**config.mk**
```make
export PLATFORM = sky130hd
export DESIGN_NAME = temperature_alarm_controller_core
export DESIGN_NICKNAME = d
export VERILOG_FILES = /design/src/hw/rtl/tac_pkg.sv /design/src/hw/rtl/temperature_alarm_controller_core.sv
export SDC_FILE = /design/constraint.sdc
export NUM_CORES = 1
export LEC_CHECK = 0
export BUFFER_PORTS_ARGS = -buffer_cell sky130_fd_sc_hd__buf_2
export CAP_MARGIN = 25
export CORE_MARGIN = 2
export CORE_UTILIZATION = 63
export CTS_BUF_LIST = sky130_fd_sc_hd__clkbuf_8
export DETAILED_ROUTE_END_ITERATION = 6
export GPL_TIMING_DRIVEN = 0
export PLACE_DENSITY_LB_ADDON = 0.15
export RECOVER_POWER = 25
export SYNTH_ARGS = -nofsm -noshare
export SYNTH_HDL_FRONTEND = slang
export SYNTH_SLANG_ARGS = --single-unit
```
**constraint.sdc**
```tcl
create_clock -name clk -period 9.3 [get_ports clk]
set_input_delay 0.93 -clock clk [delete_from_list [all_inputs] [get_ports clk]]
set_output_delay 0.93 -clock clk [all_outputs]
set_load 0.01 [all_outputs]
```
**src/hw/rtl/tac_pkg.sv**
```systemverilog
package tac_pkg;

	// event codes
	localparam logic [2:0] OP_SAMPLE   = 3'd0;
	localparam logic [2:0] OP_SET      = 3'd1;
	localparam logic [2:0] OP_VIEW     = 3'd2;
	localparam logic [2:0] OP_INCREASE = 3'd3;
	localparam logic [2:0] OP_DECREASE = 3'd4;

	// read error codes
	localparam logic [1:0] ERR_NONE       = 2'd0;
	localparam logic [1:0] ERR_RESET_FAIL = 2'd1;
	localparam logic [1:0] ERR_CRC        = 2'd2;
	localparam logic [1:0] ERR_INVALID    = 2'd3;

	// alarm codes
	localparam logic [1:0] ALARM_NORMAL = 2'd0;
	localparam logic [1:0] ALARM_OVER   = 2'd1;
	localparam logic [1:0] ALARM_UNDER  = 2'd2;

	localparam logic [9:0]  TEMP_MAX        = 10'd999;
	localparam logic [10:0] NUDGE           = 11'd5;
	localparam logic [8:0]  SIM_TOP         = 9'd400;
	localparam logic [8:0]  SIM_BOTTOM      = 9'd200;
	localparam logic [8:0]  SIM_STEP        = 9'd2;
	localparam logic [3:0]  FAIL_LIMIT      = 4'd10;
	localparam logic [15:0] CODE_RESET_FAIL = 16'hFFFF;
	localparam logic [15:0] CODE_CRC_ERR    = 16'hFFFE;
	localparam logic [9:0]  HIGH_RESET      = 10'd380;
	localparam logic [9:0]  LOW_RESET       = 10'd150;
	localparam logic [9:0]  TEMP_RESET      = 10'd200;

	typedef struct packed {
		logic [2:0]  opcode;
		logic [15:0] sensor_reading;
	} tac_item_t;

	typedef struct packed {
		logic [9:0] temperature;
		logic [1:0] alarm_level;
		logic       editing;
		logic       edit_selects_low;
		logic [9:0] high_limit;
		logic [9:0] low_limit;
		logic       simulating;
		logic [1:0] read_error;
		logic       save_pulse;
		logic       sensor_dropped;
	} tac_result_t;

endpackage

```
**src/hw/rtl/temperature_alarm_controller_core.sv**
```systemverilog
// Temperature alarm controller, all values in tenths of a degree. Each event beat (a sample
// tick or a key press) yields exactly one result beat. An event is captured in an input
// register, the state update and result are formed in one short combinational pass, and the
// result is held in an output register. One event per cycle is sustained while the output
// is not stalled by result_ready, set by that single update pass over the state registers.
// The event side keeps taking beats while a result waits, as long as the input stage can move
// into the output register. The sensor_present bit is written over the cfg channel, which is
// always ready, and should only be changed while no event is in flight.
module temperature_alarm_controller_core (
	input  logic                clk,
	input  logic                arst_n,
	input  logic                item_valid,
	output logic                item_ready,
	input  tac_pkg::tac_item_t  item,
	output logic                result_valid,
	input  logic                result_ready,
	output tac_pkg::tac_result_t result,
	input  logic                cfg_valid,
	output logic                cfg_ready,
	input  logic                cfg_data
);

	tac_pkg::tac_item_t   item_s1;
	logic                 valid_s1;
	tac_pkg::tac_result_t result_q;
	logic                 result_valid_q;
	logic                 advance;

	logic       present_q;
	logic [9:0] high_q, low_q, temp_q;
	logic [8:0] sim_q;
	logic       rising_q;
	logic [3:0] fail_q;
	logic       lost_q;
	logic       edit_q;
	logic       target_q;
	logic [1:0] alarm_q;

	logic [9:0] high_n, low_n, temp_n;
	logic [8:0] sim_n;
	logic       rising_n;
	logic [3:0] fail_n;
	logic       lost_n;
	logic       edit_n;
	logic       target_n;
	logic [1:0] alarm_n;
	logic [1:0] err_n;
	logic       save_n;
	logic       dropped_n;
	logic       simulate;
	logic [10:0] h, l;

	assign advance      = valid_s1 && (!result_valid_q || result_ready);
	assign item_ready   = !valid_s1 || advance;
	assign result_valid = result_valid_q;
	assign result       = result_q;
	assign cfg_ready    = 1'b1;
	assign simulate     = !present_q || lost_q;

	always_comb begin
		high_n    = high_q;
		low_n     = low_q;
		temp_n    = temp_q;
		sim_n     = sim_q;
		rising_n  = rising_q;
		fail_n    = fail_q;
		lost_n    = lost_q;
		edit_n    = edit_q;
		target_n  = target_q;
		alarm_n   = alarm_q;
		err_n     = tac_pkg::ERR_NONE;
		save_n    = 1'b0;
		dropped_n = 1'b0;
		h         = {1'b0, high_q};
		l         = {1'b0, low_q};

		case (item_s1.opcode)
			tac_pkg::OP_SAMPLE: begin
				if (simulate) begin
					if (rising_q) begin
						if (sim_q + tac_pkg::SIM_STEP >= tac_pkg::SIM_TOP) begin
							sim_n    = tac_pkg::SIM_TOP;
							rising_n = 1'b0;
						end else begin
							sim_n = sim_q + tac_pkg::SIM_STEP;
						end
					end else if (sim_q > tac_pkg::SIM_BOTTOM) begin
						sim_n = sim_q - tac_pkg::SIM_STEP;
					end else begin
						sim_n    = tac_pkg::SIM_BOTTOM;
						rising_n = 1'b1;
					end
					temp_n = {1'b0, sim_n};
				end else if (item_s1.sensor_reading <= {6'd0, tac_pkg::TEMP_MAX}) begin
					temp_n = item_s1.sensor_reading[9:0];
					fail_n = '0;
				end else begin
					if (item_s1.sensor_reading == tac_pkg::CODE_RESET_FAIL) begin
						err_n = tac_pkg::ERR_RESET_FAIL;
					end else if (item_s1.sensor_reading == tac_pkg::CODE_CRC_ERR) begin
						err_n = tac_pkg::ERR_CRC;
					end else begin
						err_n = tac_pkg::ERR_INVALID;
					end
					// eleventh failure in a row drops the sensor
					if (fail_q >= tac_pkg::FAIL_LIMIT) begin
						lost_n    = 1'b1;
						fail_n    = '0;
						dropped_n = 1'b1;
					end else begin
						fail_n = fail_q + 4'd1;
					end
				end
				if (temp_n >= high_q) begin
					alarm_n = tac_pkg::ALARM_OVER;
				end else if (temp_n <= low_q) begin
					alarm_n = tac_pkg::ALARM_UNDER;
				end else begin
					alarm_n = tac_pkg::ALARM_NORMAL;
				end
			end
			tac_pkg::OP_SET: begin
				if (edit_q) begin
					edit_n = 1'b0;
					save_n = 1'b1;
				end
			end
			tac_pkg::OP_VIEW: begin
				if (!edit_q) begin
					edit_n   = 1'b1;
					target_n = 1'b0;
				end else begin
					target_n = !target_q;
				end
			end
			tac_pkg::OP_INCREASE, tac_pkg::OP_DECREASE: begin
				if (edit_q) begin
					if (!target_q) begin
						if (item_s1.opcode == tac_pkg::OP_INCREASE) begin
							if (h < {1'b0, tac_pkg::TEMP_MAX}) h = h + tac_pkg::NUDGE;
							if (h < l) h = l;
						end else if (h > l) begin
							h = (h > tac_pkg::NUDGE) ? h - tac_pkg::NUDGE : '0;
						end
					end else begin
						if (item_s1.opcode == tac_pkg::OP_INCREASE) begin
							if (l < h) l = l + tac_pkg::NUDGE;
							if (l > h) h = l;
						end else begin
							if (l > tac_pkg::NUDGE) l = l - tac_pkg::NUDGE;
							else l = '0;
							if (l > h) l = h;
						end
					end
					if (h > {1'b0, tac_pkg::TEMP_MAX}) h = {1'b0, tac_pkg::TEMP_MAX};
					if (l > {1'b0, tac_pkg::TEMP_MAX}) l = {1'b0, tac_pkg::TEMP_MAX};
					if (l > h) l = h;
					high_n = h[9:0];
					low_n  = l[9:0];
				end
			end
			default: begin
			end
		endcase
	end

	always_ff @(posedge clk or negedge arst_n) begin
		if (!arst_n) begin
			valid_s1       <= 1'b0;
			result_valid_q <= 1'b0;
			present_q      <= 1'b0;
			high_q         <= tac_pkg::HIGH_RESET;
			low_q          <= tac_pkg::LOW_RESET;
			temp_q         <= tac_pkg::TEMP_RESET;
			sim_q          <= tac_pkg::SIM_BOTTOM;
			rising_q       <= 1'b1;
			fail_q         <= '0;
			lost_q         <= 1'b0;
			edit_q         <= 1'b0;
			target_q       <= 1'b0;
			alarm_q        <= tac_pkg::ALARM_NORMAL;
		end else begin
			if (cfg_valid && cfg_ready) present_q <= cfg_data;
			if (item_ready) valid_s1 <= item_valid;
			if (advance) begin
				result_valid_q <= 1'b1;
				high_q         <= high_n;
				low_q          <= low_n;
				temp_q         <= temp_n;
				sim_q          <= sim_n;
				rising_q       <= rising_n;
				fail_q         <= fail_n;
				lost_q         <= lost_n;
				edit_q         <= edit_n;
				target_q       <= target_n;
				alarm_q        <= alarm_n;
			end else if (result_ready) begin
				result_valid_q <= 1'b0;
			end
		end
	end

	// payload registers
	always_ff @(posedge clk) begin
		if (item_valid && item_ready) item_s1 <= item;
		if (advance) begin
			result_q.temperature      <= temp_n;
			result_q.alarm_level      <= alarm_n;
			result_q.editing          <= edit_n;
			result_q.edit_selects_low <= target_n;
			result_q.high_limit       <= high_n;
			result_q.low_limit        <= low_n;
			result_q.simulating       <= !present_q || lost_n;
			result_q.read_error       <= err_n;
			result_q.save_pulse       <= save_n;
			result_q.sensor_dropped   <= dropped_n;
		end
	end

	// an empty output register never blocks the event side
	a_ready_when_empty: assert property (@(posedge clk) disable iff (!arst_n)
		!result_valid_q |-> item_ready)
		else $error("event side stalled with empty output register");

	a_limits_ordered: assert property (@(posedge clk) disable iff (!arst_n)
		result_valid_q |-> (result_q.low_limit <= result_q.high_limit &&
			result_q.high_limit <= tac_pkg::TEMP_MAX))
		else $error("threshold order or range broken");

	a_dropped_sim: assert property (@(posedge clk) disable iff (!arst_n)
		result_valid_q && result_q.sensor_dropped |->
			result_q.simulating && result_q.read_error != tac_pkg::ERR_NONE)
		else $error("sensor drop without error or simulation");

	a_save_ends_edit: assert property (@(posedge clk) disable iff (!arst_n)
		result_valid_q && result_q.save_pulse |-> !result_q.editing)
		else $error("save pulse while still editing");

endmodule

```
# Word-level counts from Yosys, hierarchy flattened
# Cells that the tools add are included.
[word_totals]
output_inout_bits = 42
ff_bits = 110
in_bits = 25
[classes]
n_lt_le_gt_ge = 17
n_bitwise = 2
muxes = 68
addsub = 7
n_reduce_logical = 17
n_eq_ne = 6
[op_table]
columns = ["cell", "n"]
rows = [
  ["$mux W11", 35],
  ["$mux W10", 9],
  ["$eq A16 B16 Y1 const B", 2],
  ["$mux W9", 3],
  ["$add A10 B3 Y11 const B", 2],
  ["$gt A11 B10 Y1", 2],
  ["$gt A11 B10 Y1 const B", 2],
  ["$sub A10 B3 Y11 const B", 2],
  ["$gt A10 B3 Y1 const B", 2],
  ["$le A16 B10 Y1 const B", 1],
  ["$mux W1", 15],
  ["$gt A11 B11 Y1", 1],
  ["$lt A11 B10 Y1", 1],
  ["$ge A10 B10 Y1", 1],
  ["$gt A10 B10 Y1", 1],
  ["$le A10 B10 Y1", 1],
  ["$lt A10 B10 Y1", 1],
  ["$lt A10 B10 Y1 const B", 1],
  ["$add A9 B2 Y9 const B", 1],
  ["$ge A9 B9 Y1 const B", 1],
  ["$gt A9 B8 Y1 const B", 1],
  ["$sub A9 B2 Y9 const B", 1],
  ["$mux W4", 2],
  ["$eq A3 B2 Y1 const B", 2],
  ["16 further kinds", 27],
]

# Depth between registers and ports, before layout
[depth]
word_depth = 20
ltp_mapped = 35
mapped_depth_nobuf = 31

# Least setup slack after synthesis
# OpenSTA, ideal clock, no wires.
[synth_path]
path_type = "reg2reg"
from = "register high_q[3]"
to = "register result_q, in the netlist result[5] (data pin)"
slack_ns = 2.108
setup_time_ns = 0.260
t_arrival_ns = 6.932
n_path_buf = 4
path_stages_with_launch = 34
cell_sequence = "dfstp_2 -> clkbuf_1 -> inv_1 -> ha_1 -> a21oi_1 -> o21ai_0 -> nor2b_1 -> clkbuf_1 -> clkbuf_1 -> nor3_1 -> xnor2_1 -> ha_1 -> a21oi_1 -> o21ai_0 -> a221oi_1 -> o32a_1 -> nor4_1 -> o22a_1 -> a2111oi_4 -> nand4_4 -> o311a_2 -> buf_6 -> and2b_1 -> ha_1 -> nor2b_1 -> o21a_1 -> o21a_1 -> o21a_1 -> o21a_1 -> o31ai_1 -> and2_1 -> a21bo_2 -> a2bb2oi_1 -> mux2_2"
[synth_via]
elab_chain_len = 20
elab_cells_between_ends = 45
cone_classes = "2 x add/sub; 10 x order compare; 33 x mux"
[synth_rtl]
columns = ["element", "line", "rtl"]
rows = [
  ["start: declaration", "temperature_alarm_controller_core.sv:30", "logic [9:0] high_q, low_q, temp_q;"],
  ["start signal: assignment", "temperature_alarm_controller_core.sv:172", "high_q <= tac_pkg::HIGH_RESET;"],
  ["start signal: assignment", "temperature_alarm_controller_core.sv:187", "high_q <= high_n;"],
  ["$add A10 B3 Y11 (tied with other cells)", "temperature_alarm_controller_core.sv:140", "if (h < {1'b0, tac_pkg::TEMP_MAX}) h = h + tac_pkg::NUDGE;"],
  ["$mux W11, on equally long branches", "temperature_alarm_controller_core.sv:140, temperature_alarm_controller_core.sv:147", ""],
  ["$mux W11, on equally long branches", "temperature_alarm_controller_core.sv:139, temperature_alarm_controller_core.sv:146", ""],
  ["$mux W11", "temperature_alarm_controller_core.sv:138", "if (!target_q) begin"],
  ["$mux W11", "temperature_alarm_controller_core.sv:137", "if (edit_q) begin"],
  ["$mux W11", "temperature_alarm_controller_core.sv:77", "case (item_s1.opcode)"],
  ["$lt A11 B10 Y1 or $gt A11 B10 Y1 (tied branches)", "temperature_alarm_controller_core.sv:141, temperature_alarm_controller_core.sv:148", ""],
  ["$mux W11, on equally long branches", "temperature_alarm_controller_core.sv:141, temperature_alarm_controller_core.sv:148", ""],
  ["(+5 left out)", "--", ""],
  ["$mux W11", "temperature_alarm_controller_core.sv:155", "if (h > {1'b0, tac_pkg::TEMP_MAX}) h = {1'b0, tac_pkg::TEMP_MAX};"],
  ["$mux W11", "temperature_alarm_controller_core.sv:137", ""],
  ["$mux W11", "temperature_alarm_controller_core.sv:77", ""],
  ["$gt A11 B11 Y1", "temperature_alarm_controller_core.sv:157", "if (l > h) l = h;"],
  ["$mux W10 *", "temperature_alarm_controller_core.sv:157", ""],
  ["$mux W10 *", "temperature_alarm_controller_core.sv:137", ""],
  ["$mux W10 *", "temperature_alarm_controller_core.sv:77", ""],
  ["via low_n[0]", "temperature_alarm_controller_core.sv:39", "logic [9:0] high_n, low_n, temp_n;"],
  ["end: declaration", "temperature_alarm_controller_core.sv:25", "tac_pkg::tac_result_t result_q;"],
]
# The timed path passes the listed nets; every way through them passes the cells marked *. The select of a mux whose other input is x is not followed.
# A chain may end at the register's enable or synchronous reset.

# Final worst setup path
[layout_path]
from = "register high_q[5]"
to = "register result_q, in the netlist result[5] (data pin)"
# The elaborated chain is that of the path after synthesis.

==> out/qor.yml <==
status:
  status: "finished with violations"
  violations: "max-capacitance violations, max-slew violations"
final_layout:
  nets: 1192
  area_growth_pct: 9.044
  mostFrequentLayoutCells: "109 x nand2_1, 80 x nor2_1, 80 x ha_1"
  drive_above_1_share: 0.1758
  final_common_cell: "nand2_1"
  final_cell_count_no_fill: 1273
  utilization: 0.7069
cts:
  cts_num_sinks: 110
  path_clk_slew_ps: 130
  clk_latency_ps: 420
  cts.path.max_buffers: 2
  root_buffer: "clkbuf_8"
  cts_buffers: 9
  cts_tree: "done"
  cts.htree.levels: 3
  cts_hold_buffers: 0
yosys:
  avgSynthCellArea_um2: 8.962
  synth_seq_area_share: 0.3392
  syn_inst: 1008
  async_flop_share: 0.4727
  ys_ff_latch: 110
  synth-edff-count: 58
  synth_cell_types: 93
  synth_flop_cell: "edfxtp_1"
  ys_warn_count: 0
  netlist_area_mm2: 0.009034
place:
  place.gp.congestion: 1.015
  dp_hpwl_mm: 22.66
  post-place-ws_ps: -121.0
  port_buffers: 65
  place_inst: 1257
sta:
  holdWs_ps: 496.7
  max_freq_ghz: 0.1085
  finalCritPeriodShare: 0.9908
  layout_min_cycle_time_ps: 9214
  setup_viol: 0
  rsz0062_at_grt: "no"
  relSlewSlack: -0.4779
  setup_slack_ps: 85.75
  clock_skew_ps: 22.08
  slew_viol_final: 40
  tightest_slew_ps: 2217
  hold_viol: 0
critical_path:
  cpMostUsedCell: "o21a_1"
  critPathMaxStageDelay_ps: 550
  cp.arrival_ps: 9380
  critical_path.slowest_cell: "dfstp_2"
  required_ps: 9470
  critPathKind: "flop to flop"
  crit_path_start_kind: "flop"
  end_kind: "flop"
  crit_fanout: 10
global_routing:
  grt_start_max_net_pins: 40
  first_global_vias: 7846
  antenna_found_initial: 1
  grt_usage: 0.3920
  grt_overflow: 0
  grt_pass1_wl_mm: 44.66
detailed_routing:
  wl_mm: 29.84
  vias_per_cell: 6.742
  drc: 0
  drt_pre_antenna_iters: 6
  wl_per_cell_um: 23.44
  first_iter_violations: 1184
  ant_nets: 0
  via_count: 8582
job:
  max_cap_viol_count: 1
floorplanning:
  core_area_mm2: 0.01393
  die-area_mm2: 0.01531
  row_count: 43
  io_pins: 67
  initial_core_util: 0.6483
  fp.dieH_um: 123.7
  die_x_um: 123.7
hold_path:
  hold_path_class: "flop to flop"
[cell families (layout without fill, tap and decap cells)]
logic type	Yosys count	count (layout)	synth area share
buffers and inverters	101	184	0.05526
AND/OR/NAND/NOR	365	365	0.2042
XOR/XNOR	13	13	0.01260
other	2	4	0.0008313
AO/OA/AOI/OAI	282	282	0.2127
flip-flops	110	110	0.3392
adder cells (fa/ha/maj)	80	80	0.1108
multiplexers	55	55	0.06440
[repair_timing]
action | CTS | global route
resized for setup | 1 | 6
gates cloned | 0 | 0
endpoints found under the setup margin | 3 | 20
buffers inserted | 0 | 0
[critical path: cells and delay by family (launching register included)]
family                   cells  cell delay [ps]
buffers and inverters        5             1330
XOR/XNOR                     1              480
AND/OR/NAND/NOR              8             1330
multiplexers                 1              280
AO/OA/AOI/OAI               15             3880
flip-flops                   1              550
adder cells (fa/ha/maj)      3             1090
[routing by layer]
metal / GRT usage / vias up / wire length (um)
met3: 0.1158 / 90 / 3299
met4: 0.1605 / 0 / 1256
met1: 0.5407 / 4038 / 12670
li1: - / 3933 / -
met2: 0.5762 / 521 / 12610
met5: 0 / - / 0
[worst paths after layout]
kind / startpoint / endpoint / slack, ps / cells past startpoint
worst min-delay path: lost_q / lost_q / 500 / 1
worst max register to register: high_q[5] / result[5] / 90 / 33
worst min register to register: lost_q / lost_q / 500 / 1
min in group asynchronous: arst_n / sim_q[4] / 550 / 1
worst max-delay path: high_q[5] / result[5] / 90 / 33
max in group asynchronous: arst_n / high_q[9] / 6220 / 2
[flip-flops by register name, indices dropped and copies added, names as in the netlist, 2 cells and up]
| register | cells |
|---|---|
| alarm_q | 2 |
| fail_q | 4 |
| high_q | 10 |
| item_s1 | 19 |
| low_q | 10 |
| result | 39 |
| sim_q | 9 |
| temp_q | 10 |
[metrics by stage]
stage	area, um^2	setup TNS (ps)
after floorplan	9037	0
after global placement	9588	-170.6
after detailed placement	9644	-230.4
after CTS	9861	0
after global routing	9848	0
final	9851	0
[synthesized netlist by cell type (20+ instances only)]
cell,instances,area share
edfxtp_1,58,0.19
clkbuf_1,34,0.014
a21oi_1,50,0.028
nor2_1,80,0.033
nand2_1,109,0.045
inv_1,39,0.016
a21o_1,22,0.018
nor3_1,27,0.015
o21ai_0,80,0.044
mux2i_1,30,0.033
dfrtp_1,35,0.097
ha_1,80,0.11
mux2_2,25,0.031
nand3_1,33,0.018
o31ai_1,20,0.017
[area by class of cell]
class	count	area (um^2)
Antenna cell	1	2.502
Buffer	59	346.6
Clock buffer	9	123.9
Clock inverter	7	91.34
Fill cell	1117	4084
Inverter	41	153.9
Multi-Input combinational cell	798	5480
Sequential cell	110	3064
Tap cell	180	225.2
Timing Repair Buffer	68	362.8
Power is left out: the tool's default activity adds up to more than one toggle a clock period on the data nets, which glitch-free logic cannot reach.
